==> config.mk <==
export PLATFORM = sky130hd
export DESIGN_NAME = sacf_ram
export DESIGN_NICKNAME = d
export VERILOG_FILES = /design/src/rtl/set_assoc_cache_fifo_top_assert.svh /design/src/rtl/sacf_ram.sv
export SDC_FILE = /design/constraint.sdc
export NUM_CORES = 1
export LEC_CHECK = 0
export BUFFER_PORTS_ARGS = -buffer_cell sky130_fd_sc_hd__buf_2
export CAP_MARGIN = 20
export CELL_PAD_IN_SITES_DETAIL_PLACEMENT = 0
export CELL_PAD_IN_SITES_GLOBAL_PLACEMENT = 1
export CORE_UTILIZATION = 25
export DETAILED_ROUTE_END_ITERATION = 12
export PLACE_DENSITY = 0.46
export SETUP_SLACK_MARGIN = 0.5
export SYNTH_ARGS = -nofsm -noshare
export SYNTH_HDL_FRONTEND = slang
export SYNTH_SLANG_ARGS = --single-unit
==> constraint.sdc <==
create_clock -name clk -period 2.5 [get_ports clk]
set_input_delay 0.5 -clock clk [delete_from_list [all_inputs] [get_ports clk]]
set_output_delay 0.5 -clock clk [all_outputs]
set_load 0.05 [all_outputs]
==> src/rtl/set_assoc_cache_fifo_top_assert.svh <==
// assertion macros for the set associative cache top level
// expects clk and arst_n in the scope of each use
`ifndef SET_ASSOC_CACHE_FIFO_TOP_ASSERT_SVH
`define SET_ASSOC_CACHE_FIFO_TOP_ASSERT_SVH

// antecedent holds, consequent holds in the cycle after
`define SACF_ASSERT_NEXT(lbl, ante, cons, msg) \
	lbl: assert property (@(posedge clk) disable iff (!arst_n) (ante) |=> (cons)) \
		else $error(msg);

// antecedent holds, consequent holds in the same cycle
`define SACF_ASSERT_SAME(lbl, ante, cons, msg) \
	lbl: assert property (@(posedge clk) disable iff (!arst_n) (ante) |-> (cons)) \
		else $error(msg);

`endif

==> src/rtl/sacf_ram.sv <==
// generic single write port ram with registered read
// no dependencies
`default_nettype none

module sacf_ram #(
	parameter int WIDTH = 8,
	parameter int DEPTH = 16
) (
	input  wire logic                                   clk,
	input  wire logic                                   we,
	input  wire logic [((DEPTH > 1) ? $clog2(DEPTH) : 1)-1:0] waddr,
	input  wire logic [WIDTH-1:0]                       wdata,
	input  wire logic                                   re,
	input  wire logic [((DEPTH > 1) ? $clog2(DEPTH) : 1)-1:0] raddr,
	output logic      [WIDTH-1:0]                       rdata
);

	logic [WIDTH-1:0] mem_q [DEPTH];
	logic [WIDTH-1:0] rdata_q;

	always_ff @(posedge clk) begin
		if (we) begin
			mem_q[waddr] <= wdata;
		end
		if (re) begin
			rdata_q <= mem_q[raddr];
		end
	end

	assign rdata = rdata_q;

endmodule

`default_nettype wire

# Yosys cells after proc, flatten, opt, wreduce, memory -nomap -nowiden
# Memories as Yosys holds them, arrays and structs flattened. A register that Yosys moved wholly into a read port is not among the register bits.
# Cells that the tools add are included.
dict set report word_totals {
  ff_bits 0
  n_memories 1
  inputBits 19
  wordCells 3
  mem_bits_rw 128
  output_inout_bits 8
}
# name depth width rd rd_clocked_by_memory_dff write_ports line_no
set memory_table {}
lappend memory_table {mem_q 16 8 1 1 1 sacf_ram.sv:18} ;# logic [WIDTH-1:0] mem_q [DEPTH];
dict set report classes {
  muxes 2
}
# cell n
set op_table {}
lappend op_table {{2-to-1 mux 1 bit} 2}

# Logic depth before layout (Yosys ltp)
dict set report depth {
  word_depth 2
  depth_mapped 5
  depth_no_buf 3
}

# Worst setup path after synthesis
# Ideal clock, no wire load.
dict set report synth_path {
  path_kind {input -> register}
  start {in waddr[2] in the netlist's numbering}
  end {mem mem_q[0][0], enable pin}
  n_path_buf 0
  setup_slack_ps 507
  required_ps 2117
  arrival_time_ps 1610
  stages 2
  setup_time_ps 383
  cell_sequence {or3b_2 > nor3_1}
}
# item line_no
set synth_rtl {}
lappend synth_rtl {{from (decl)} sacf_ram.sv:11} ;# input wire logic [((DEPTH > 1) ? $clog2(DEPTH) : 1)-1:0] waddr,
lappend synth_rtl {{to (decl)} sacf_ram.sv:18}
# Straight into the memory's write port.

==> flow_summary_export.csv <==
group,metric,value,unit
grt,antenna_found_initial,1,
clocking,clockBufferDepth,2,
timing,finClkSkew,0.00587,ns
synth,synthCells,229,
timing,finalCritPeriodShare,68.3,%
setup_path,cp-end-kind,"flip-flop",
setup_path,worstPathMaxFanout,15,
route,drtIter0Drc,129,
flow_run,maxCapViolCount,0,
floorplanning,fp.dieW,147,microns
clocking,post_cts_buffers,0,
synth,synth-seq-cells,136,
power_and_ir_drop,p_total,5.58,mW
synth,synth_cell_types,18,
route,drc_errors,0,
grt,grt_usage,11.3,%
clocking,clock_sinks,136,
floorplanning,ioPinCount,27,
route,dr_total_vias,2467,
cells_and_area,design_area,6430,sq um
timing,finalHoldViolations,0,
grt,grt_max_degree,33,
grt,grt.overflow.total,0,
clocking,clock-root-buffer,"clkbuf_16",
synth,yosys_most_used_dff,"edfxtp_1",
cells_and_area,antenna_cells,0,
clocking,hold_buffers,0,
power_and_ir_drop,leakagePower,2.14,nW
floorplanning,initial_core_util,25.7,%
floorplanning,std_cell_rows,52,
setup_path,critPathLaunchType,"input port",
floorplanning,fp.dieH,147,microns
place,hpwl,7140,microns
clocking,cts_tree,"built",
synth,syn_nets,248,
timing,whs,0.475,ns
setup_path,path_cells,"buf_2, buf_4, mux4_1, a22oi_1, nand2_1",
synth,synth_top_area_share,78.1,%
timing,setup_viol,0,
route,viasPerCell,4.35,
setup_path,crit_family,"multiplexers",
grt,grt_pass1_wl,16900,microns
timing,rsz0062_at_grt,"no",
setup_path,arrival,1.87,ns
cells_and_area,area_growth,23.0,%
cells_and_area,utilization,31.6,%
timing,setup-tns-final,0,ns
cells_and_area,drive_gt1_share,31.0,%
synth,synth.avg_cell_area,22.8,sq um
worst_hold_path,min_path_type,"in2reg",
setup_path,rrSetupSlack,1.01,ns
timing,drv_slew,0,
synth,yosysTopAreaCell,"edfxtp_1",
synth,synth_seq_area_share,78.1,%
route,first_pass_iters,4,
timing,worst_slew_pin_slew,0.443,ns
route,wl_per_cell,19.7,microns
setup_path,crit_buf_inv,2,
clocking,htreeDepth,4,
timing,slew_headroom,70.4,%
place,io_buffers,26,
clocking,clk_pin_slew,0.05,ns
setup_path,crit_slowest_cell,"mux4_1",
setup_path,r2r_start,"mem_q[11][6]",
synth,yosys_warnings,0,
grt,grt_pass1_vias,2638,
timing,setup_slack,0.793,ns
place,dp_slack,0.299,ns
place,dpl_cell_area,5790,sq um
setup_path,max_stage_delay,0.63,ns
synth,synth-async-reset-ratio,0,%
place,place_congestion,0.660,
route,totalWireLength,11200,microns
synth,yosysMostFrequentCell,"edfxtp_1",
synth,syn-cell-area,5230,sq um
clocking,post_cts_resized,0,
floorplanning,dieArea,21500,sq um
timing,fin_crit,1.71,ns
run_status,status,"complete, no violations",
floorplanning,coreArea,20400,sq um
cells_and_area,nets,304,
synth,synth_area_leaders,"edfxtp_1 78%, mux4_2 7.8%, mux4_1 7.0%",
setup_path,crit_type,"in2reg",
clocking,cts_buffers,17,
place,dp.cells,536,
setup_path,crit_required,2.66,ns
power_and_ir_drop,max-vdd-ir-drop,0.368,mV
setup_path,crit_start,"raddr[0]",
clocking,clk_latency,0.41,ns
timing,fmax,586,MHz
synth,synthTopCellsByCount,"136 x edfxtp_1, 18 x mux4_2, 16 x a22oi_1",
power_and_ir_drop,power_density,868,nW/um^2
cells_and_area,instances_no_fill,567,
worst_hold_path,worstHoldStart,"wdata[1]",
route,postRouteAntennaNets,0,
synth,synth_edf_count,136,
logic make-up (layout without fill, tap and decap cells):
group                  after synthesis  after routing  synth area share (%)
AO/OA/AOI/OAI                       16             16                  2.30
multiplexers                        32             32                  14.8
buffers and inverters               10             78                  1.65
AND/OR/NAND/NOR                     35             35                  3.14
flip-flops                         136            136                  78.1
registers in the layout, indices dropped and copies added (netlist names):
signal / cells
mem_q: 128
rdata: 8
report_power, final:
group          leakage (nW)  internal [mW]  switching, mW
registers              1.24           2.57         0.0138
clock network         0.313           1.85          0.869
logic                 0.593          0.103          0.175
total                  2.14           4.52           1.06
routing by layer:
metal,share of wire [%],vias to the layer above,routed length [microns],track usage [%]
met5,0.13,-,14,0
li1,-,1089,-,-
met2,48,55,5400,17.6
met3,3.6,19,406,2.91
met4,2.1,2,231,5.63
met1,46,1302,5140,14.6
cell type report:
| class | instances | area, sq um |
|---|---|---|
| fill | 1948 | 13900 |
| sequential | 136 | 4080 |
| multi-input combinational | 83 | 1060 |
| clock buffer | 20 | 437 |
| tap | 270 | 338 |
| timing repair buffer | 47 | 313 |
| clock inverter | 11 | 203 |
worst paths after layout:
path	endpoint	cells after the start
setup / recovery	rdata[0]	5
hold / removal	mem_q[5][1]	1
setup reg to reg	rdata[6]	3
hold reg to reg	rdata[2]	3
cell usage in the layout, fill, tap and decap left out:
cell | Yosys | layout
a22oi_1 | 16 | 16
and2_1 | 1 | 1
and2b_1 | 1 | 1
buf_12 | 0 | 2
buf_2 | 3 | 26
buf_4 | 1 | 19
bufinv_16 | 0 | 6
clkbuf_1 | 0 | 3
clkbuf_16 | 0 | 17
clkinv_1 | 0 | 2
clkinv_2 | 0 | 3
edfxtp_1 | 136 | 136
mux4_1 | 14 | 14
mux4_2 | 18 | 18
nand2_1 | 9 | 9
nand2b_1 | 2 | 2
nand3_1 | 1 | 1
nand3b_1 | 2 | 2
nor2_1 | 13 | 13
nor2b_1 | 1 | 1
nor3_1 | 4 | 4
or3b_2 | 1 | 1
(Power assumes the default switching activity.)
