[config.mk]
export PLATFORM = sky130hd
export DESIGN_NAME = sacf_way_logic
export DESIGN_NICKNAME = d
export VERILOG_FILES = /design/src/rtl/set_assoc_cache_fifo_top_assert.svh /design/src/rtl/sacf_pkg.sv /design/src/rtl/sacf_way_logic.sv
export SDC_FILE = /design/constraint.sdc
export NUM_CORES = 1
export LEC_CHECK = 0
export ABC_AREA = 1
export BUFFER_PORTS_ARGS = -buffer_cell sky130_fd_sc_hd__buf_2
export CORE_AREA = 2 2 347 349
export DETAILED_ROUTE_END_ITERATION = 12
export DIE_AREA = 0 0 349 351
export SYNTH_ARGS = -nofsm -noshare
export SYNTH_HDL_FRONTEND = slang
export SYNTH_SLANG_ARGS = --single-unit
[constraint.sdc]
create_clock -name vclk -period 16.65
set_input_delay 2.4975 -clock vclk [all_inputs]
set_output_delay 2.4975 -clock vclk [all_outputs]
set_load 0.01 [all_outputs]
[src/rtl/set_assoc_cache_fifo_top_assert.svh]
// assertion macros for the set associative cache top level
// expects clk and arst_n in the scope of each use
`ifndef SET_ASSOC_CACHE_FIFO_TOP_ASSERT_SVH
`define SET_ASSOC_CACHE_FIFO_TOP_ASSERT_SVH

// antecedent holds, consequent holds in the cycle after
`define SACF_ASSERT_NEXT(lbl, ante, cons, msg) \
	lbl: assert property (@(posedge clk) disable iff (!arst_n) (ante) |=> (cons)) \
		else $error(msg);

// antecedent holds, consequent holds in the same cycle
`define SACF_ASSERT_SAME(lbl, ante, cons, msg) \
	lbl: assert property (@(posedge clk) disable iff (!arst_n) (ante) |-> (cons)) \
		else $error(msg);

`endif

[src/rtl/sacf_pkg.sv]
// shared types and constants for the set associative cache
// no dependencies
`default_nettype none

package sacf_pkg;

	localparam int CFG_W   = 4;
	localparam int REG_IDX_W = 2;
	localparam int AGE_W   = 4;
	localparam logic [AGE_W-1:0] AGE_MAX = 4'd15;

	localparam logic [REG_IDX_W-1:0] REG_OFFSET_BITS = 2'd0;
	localparam logic [REG_IDX_W-1:0] REG_INDEX_BITS  = 2'd1;
	localparam logic [REG_IDX_W-1:0] REG_WAYS_IN_USE = 2'd2;

	localparam logic [CFG_W-1:0] OFFSET_BITS_RST = 4'd4;
	localparam logic [CFG_W-1:0] INDEX_BITS_RST  = 4'd0;
	localparam logic [CFG_W-1:0] WAYS_IN_USE_RST = 4'd1;

	typedef enum logic {
		MODE_READ  = 1'b0,
		MODE_WRITE = 1'b1
	} mode_t;

	typedef struct packed {
		logic hit;
		logic evict;
	} lookup_t;

endpackage

`default_nettype wire

[src/rtl/sacf_way_logic.sv]
// tag compare, fifo aging and victim choice over one set row
// depends on sacf_pkg
`default_nettype none

module sacf_way_logic #(
	parameter int MAX_WAYS   = 8,
	parameter int ADDR_WIDTH = 48
) (
	input  wire logic [MAX_WAYS*(1+sacf_pkg::AGE_W+ADDR_WIDTH)-1:0] row,
	input  wire logic                                              row_init,
	input  wire logic [$clog2(MAX_WAYS+1)-1:0]                     nw,
	input  wire logic [ADDR_WIDTH-1:0]                             tag,
	output sacf_pkg::lookup_t                                      lk,
	output logic      [MAX_WAYS*(1+sacf_pkg::AGE_W+ADDR_WIDTH)-1:0] new_row
);

	localparam int AW      = sacf_pkg::AGE_W;
	localparam int ENTRY_W = 1 + AW + ADDR_WIDTH;
	localparam int VW      = (MAX_WAYS > 1) ? $clog2(MAX_WAYS) : 1;

	logic [MAX_WAYS-1:0] inuse;
	logic [MAX_WAYS-1:0] vld;
	logic [MAX_WAYS-1:0] match;
	logic [MAX_WAYS-1:0] free;
	logic [MAX_WAYS-1:0] aged;
	logic [AW-1:0]       age     [MAX_WAYS];
	logic [AW-1:0]       new_age [MAX_WAYS];
	logic [ADDR_WIDTH-1:0] way_tag [MAX_WAYS];
	logic [AW-1:0]       oldest;
	logic                seen;
	logic                found;
	logic                full;
	logic [VW-1:0]       victim;

	always_comb begin
		for (int w = 0; w < MAX_WAYS; w++) begin
			inuse[w]   = (w < int'(nw));
			vld[w]     = row_init & row[w*ENTRY_W + ENTRY_W - 1];
			age[w]     = row[w*ENTRY_W + ADDR_WIDTH +: AW];
			way_tag[w] = row[w*ENTRY_W +: ADDR_WIDTH];
			match[w]   = inuse[w] & vld[w] & (way_tag[w] == tag);
			free[w]    = inuse[w] & ~vld[w];
		end
		full = ~|free;

		// ways in front of the first free way grow older
		seen = 1'b0;
		for (int w = 0; w < MAX_WAYS; w++) begin
			aged[w] = inuse[w] & vld[w] & ~seen;
			if (free[w]) begin
				seen = 1'b1;
			end
			if (aged[w] && (age[w] != sacf_pkg::AGE_MAX)) begin
				new_age[w] = age[w] + 1'b1;
			end else begin
				new_age[w] = age[w];
			end
		end

		oldest = '0;
		for (int w = 0; w < MAX_WAYS; w++) begin
			if (inuse[w] && (new_age[w] > oldest)) begin
				oldest = new_age[w];
			end
		end

		victim = '0;
		found  = 1'b0;
		for (int w = 0; w < MAX_WAYS; w++) begin
			if (!found && inuse[w] && (full ? (new_age[w] == oldest) : free[w])) begin
				victim = VW'(w);
				found  = 1'b1;
			end
		end

		for (int w = 0; w < MAX_WAYS; w++) begin
			if (int'(victim) == w) begin
				new_row[w*ENTRY_W +: ENTRY_W] = {1'b1, {AW{1'b0}}, tag};
			end else begin
				new_row[w*ENTRY_W +: ENTRY_W] = {vld[w], new_age[w], way_tag[w]};
			end
		end

		lk.hit   = |match;
		lk.evict = ~(|match) & full;
	end

endmodule

`default_nettype wire

-- After elaboration in Yosys (flattened, before gate mapping)
Cells that the tools add are included.
W data, S select, Z words.
- register bits: 0
- input bits: 477
- output and inout port bits: 426
- word-level logic and storage cells: 206
- add/subtract/negate cells: 8
- magnitude comparators: 16
- eq/ne operators: 31
- muxes and demuxes: 53
- bitwise logic cells: 56
- reduce and logical (&&, ||, !) cells: 42
- operators with widths (operator ; count):
    $mux W53 ; 8
    $eq A48 B48 Y1 ; 8
    $mux W4 ; 16
    $and A1 B1 Y1 ; 40
    $add A4 B1 Y4 const B ; 8
    $eq A4 B4 Y1 ; 8
    $ne A4 B4 Y1 const B ; 8
    $logic_and A1 B1 Y1 ; 31
    $gt A4 B4 Y1 ; 7
    $mux W1 ; 23
    $mux W3 ; 6
    $lt A3 B4 Y1 const A ; 4
    $not A1 Y1 ; 16
    $reduce_or A8 Y1 ; 2
    $eq A3 B3 Y1 const B ; 4
    $logic_not A1 Y1 ; 8
    $lt A1 B4 Y1 const A ; 2
    $lt A2 B4 Y1 const A ; 2
    $eq A3 B2 Y1 const B ; 2
    $gt A4 B1 Y1 const B ; 1
    $eq A3 B1 Y1 const B ; 1
    $logic_not A3 Y1 ; 1

-- Depth between registers and ports, before layout
- depth in word-level cells: 63
- gate-level depth with buffers: 83
- depth with buffers taken out: 81

-- Worst setup path after synthesis
OpenSTA, ideal clock, no wires.
- path type: input to output
- start point: input row_init
- end point: output new_row[360] in the netlist's numbering
- arrival: 11770 ps
- required time: 14152 ps
- setup slack: 2382 ps
- stages: 76
- cells stage by stage: buf_2 > nand2_1 > nor2_2 > nand3_1 > nor2_1 > inv_1 > nor2_1 > xor2_1 > inv_1 > ha_1 > nand2_1 > inv_1 > nand3_1 > nand2_1 > a21oi_1 > inv_2 > nand2_1 > o21ai_0 > [... 40 more ...] > nor2_1 > o21ai_0 > nand3_1 > inv_1 > nand2_1 > nand2_4 > nand2_1 > nand2_1 > nor2_1 > nand2_1 > nand2_1 > nor2_2 > nand2_1 > nor2_4 > buf_4 > buf_2 > nand4_1 > nand2_1
- word-level cells in the longest chain between the ends: 63
- ends and longest elaborated chain (item ; line ; text):
    start: declaration ; sacf_way_logic.sv:10 ; input wire logic row_init,
    branches (longest 60 deep; another with $gt A4 B1 Y1) ; - ;
    $mux W3 * ; sacf_way_logic.sv:70 ; if (!found && inuse[w] && (full ? (new_age[w] == oldest) : free[w])) begin
    $eq A3 B2 Y1 * ; sacf_way_logic.sv:77 ; if (int'(victim) == w) begin
    $mux W53 * ; sacf_way_logic.sv:77 ;
    end: declaration ; sacf_way_logic.sv:14 ; output logic [MAX_WAYS*(1+sacf_pkg::AGE_W+ADDR_WIDTH)-1:0] new_row
Every way passes the cells marked *.

-- Worst setup path in the final report
- start point: input nw[0]
- end point: output new_row[256] in the netlist's numbering
- word-level cells in the longest chain between the ends: 62
- ends and longest elaborated chain (item ; line ; text):
    start: declaration ; sacf_way_logic.sv:11 ; input wire logic [$clog2(MAX_WAYS+1)-1:0] nw,
    $lt A1 B4 Y1 ; sacf_way_logic.sv:37 ; inuse[w] = (w < int'(nw));
    $and A1 B1 Y1 (on tied branches) ; sacf_way_logic.sv:49, sacf_way_logic.sv:42 ;
    $logic_and A1 B1 Y1 / $mux W1 (equally long branches) ; sacf_way_logic.sv:53, sacf_way_logic.sv:50 ;
    $mux W4 / $not A1 Y1 (equally long branches) ; sacf_way_logic.sv:53, sacf_way_logic.sv:49 ;
    $gt A4 B1 Y1 / $and A1 B1 Y1 (equally long branches) ; sacf_way_logic.sv:62, sacf_way_logic.sv:49 ;
    $logic_and A1 B1 Y1 (on tied branches) ; sacf_way_logic.sv:62, sacf_way_logic.sv:53 ;
    $mux W4 (on tied branches) ; sacf_way_logic.sv:62, sacf_way_logic.sv:53 ;
    $gt A4 B4 Y1 ; sacf_way_logic.sv:62 ; if (inuse[w] && (new_age[w] > oldest)) begin
    [... 44 more ...] ; - ;
    $logic_not A1 Y1 ; sacf_way_logic.sv:70 ;
    $logic_and A1 B1 Y1 (2 in a row) ; sacf_way_logic.sv:70 ;
    $mux W1 ; sacf_way_logic.sv:70 ;
    $logic_not A1 Y1 ; sacf_way_logic.sv:70 ;
    $logic_and A1 B1 Y1 (2 in a row) ; sacf_way_logic.sv:70 ;
    $mux W3 * ; sacf_way_logic.sv:70 ;
    $eq A3 B3 Y1 * ; sacf_way_logic.sv:77 ;
    $mux W53 * ; sacf_way_logic.sv:77 ;
Every way passes the cells marked *; elsewhere a longest branch is shown, timed or not.

==> impl_metrics.tcl <==
set metrics [dict create \
    run_status "completed" \
    power_density_nw_per_um2 66.21 \
    synthTopCellsByCount "699 x nand2_1, 259 x o21ai_0, 168 x xnor2_1" \
    nNetsFinal 3756 \
    grt_usage 0.2832 \
    worstHoldEndpoint "new_row[412]" \
    overflow 0 \
    initial_core_util 0.1029 \
    p_leak_nw 10.43 \
    crit_path_end_kind "output pin" \
    io_buffers 902 \
    wl_um 184000 \
    synth_most_common_cell "nand2_1" \
    hold_viol_final 0 \
    cp_max_fo 13 \
    path_common_cell "nand2_1" \
    hold_start "row[412]" \
    syn_avg_cell_area_um2 5.262 \
    arrival_ns 13.05 \
    drc 0 \
    stdcell_count 4832 \
    synth_seq_area_share 0 \
    drtPass1Iterations 10 \
    ff_latch_area_um2 0 \
    syn_area_um2 12240 \
    antenna_found_initial 90 \
    grt_pass1_wl_um 224000 \
    synth_top_area_share 0.2143 \
    max_cap_violations 0 \
    grt_max_degree 102 \
    vias 22737 \
    rows 127 \
    multiInputGateArea_um2 11000 \
    yosysWarnings 0 \
    pin_count 903 \
    synth_fp_nets 2833 \
    die_h_um 351 \
    synth.largest_area_cell "nand2_1" \
    tightest_slew_ns 1.152 \
    period_needed_ns 15.55 \
    seq_cells 0 \
    via_per_inst 4.706 \
    place.gp.congestion 1.001 \
    worst_ep_required_time_ns 14.15 \
    core_um2 119000 \
    startpoint_type "input pin" \
    rsz0062_at_grt "false" \
    yosysUniqueCellTypes 50 \
    cpPeakStageDelay_ns 0.48 \
    hpwl_um 151300 \
    relSlewSlack 0.2318 \
    startpoint "nw[0]" \
    wl_per_cell_um 38.09 \
    ant_nets 0 \
    fmax_mhz 64.32 \
    dieArea_um2 122500 \
    worstSetupPathType "input pin to output pin" \
    synth_area_leaders "nand2_1 21%, xnor2_1 12%, o21ai_0 11%" \
    cts_hold_buf 0 \
    slew_violations 0 \
    grt_pass1_vias 20682 \
    fin_crit_sh 0.9338 \
    clkbuf_count 0 \
    setup_viol 0 \
    hold_depth 4 \
    dp.cells 4792 \
    hold_path_class "input pin to output pin" \
    syn_inst 2327 \
    fillers 14222 \
    vdd_drop_max_mv 0.06331 \
    die_x_um 349 \
    final.setup.tns_ns 0 \
    cpMaxStageDelayCell "o21ai_0" \
    syn_to_final_growth_pct 62.53 \
    drtIter0Drc 2913 \
    drive_above_1_share 0.3593 \
]
-- worst max-delay path by stage --
| stage | to | slack, ns | cells past startpoint |
|---|---|---|---|
| 2_1_floorplan | new_row[360] | 2.38 | 76 |
| 3_3_place_gp | new_row[309] | 0.33 | 77 |
| 3_5_place_dp | new_row[309] | 0.46 | 73 |
| 4_1_cts | new_row[309] | 0.39 | 75 |
| 5_1_grt | new_row[389] | 0.04 | 81 |
| 6_report | new_row[256] | 1.10 | 72 |
-- layer usage --
metal  vias to the layer above  global-route usage  wire length [µm]
met2                      1870              0.4365             78040
li1                       9645                   -                 -
met5                         -                   0               108
met1                     10746              0.3486             74370
met3                       458             0.09069             19030
met4                        18              0.1531             12490
-- area by class of cell --
class                      instances  area share
inverter                         184     0.03471
timing repair buffer            1083      0.3108
multi-input combinational       1981      0.5526
tap                             1548     0.09733
antenna                           36    0.004527
-- power by group --
| part | switching, mW | total [mW] | internal, mW | leakage (nW) |
|---|---|---|---|---|
| logic | 0.871 | 1.32 | 0.446 | 10.4 |
| clock network | 0 | 0.0000000521 | 0.0000000519 | 0.000231 |
| registers | 0 | 0 | 0 | 0 |
| total | 0.871 | 1.32 | 0.446 | 10.4 |
-- through the flow --
step	power, mW	setup slack (ns)	area, µm²	hold WS, ns	util
2_1_floorplan	0.6311	2.382	12240	5.114	-
3_3_place_gp	1.322	0.3282	19640	5.299	0.1650
3_5_place_dp	1.303	0.4553	19640	5.302	0.1650
4_1_cts	1.308	0.3906	19640	5.302	0.1650
5_1_grt	1.420	0.04453	19840	5.325	0.1667
6_report	1.318	1.103	19900	5.298	0.1672
-- logic make-up after synthesis --
kind of cell    share of synthesized area
compound gates                     0.1888
xor+xnor                           0.2216
buf+inv                            0.1134
simple gates                       0.4461
fa+ha+maj                         0.02963
other cells                     0.0003063
-- cells in the final DEF (no fill, tap or decap), types with 3 or more instances in the layout --
cell / n
diode_2: 36
nor3_1: 12
clkbuf_4: 3
or4_1: 9
o2111ai_1: 4
buf_2: 899
nor2_2: 5
xnor2_1: 168
a22o_1: 8
a211oi_1: 4
buf_12: 18
nand2_2: 15
nand4_1: 158
clkbuf_16: 3
nand3_1: 103
or2_2: 5
nand2_1: 694
a221oi_1: 7
o21ai_1: 49
inv_1: 161
o21bai_1: 4
o21ai_2: 7
nand3_4: 4
o22ai_1: 28
xor2_1: 140
nor2_1: 135
a21oi_1: 48
clkinv_1: 6
nand2_4: 6
o21a_1: 3
o21ai_0: 256
nor4_1: 41
inv_2: 17
ha_1: 29
buf_4: 158
nor2_4: 7
nand3_2: 11
-- worst max-delay path: cells and delay by family --
| family | cells | cell delay, ns |
|---|---|---|
| simple gates | 39 | 3.97 |
| compound gates | 13 | 2.62 |
| fa+ha+maj | 7 | 2.17 |
| buf+inv | 13 | 1.73 |
-- repair_timing --
action                                 4_1_cts  5_1_grt
setup endpoints to repair                    0      423
endpoints found under the hold margin        0        0
gates resized for setup                      0       22
buffers inserted                             0        1
Power figures use the tool's default switching activity.
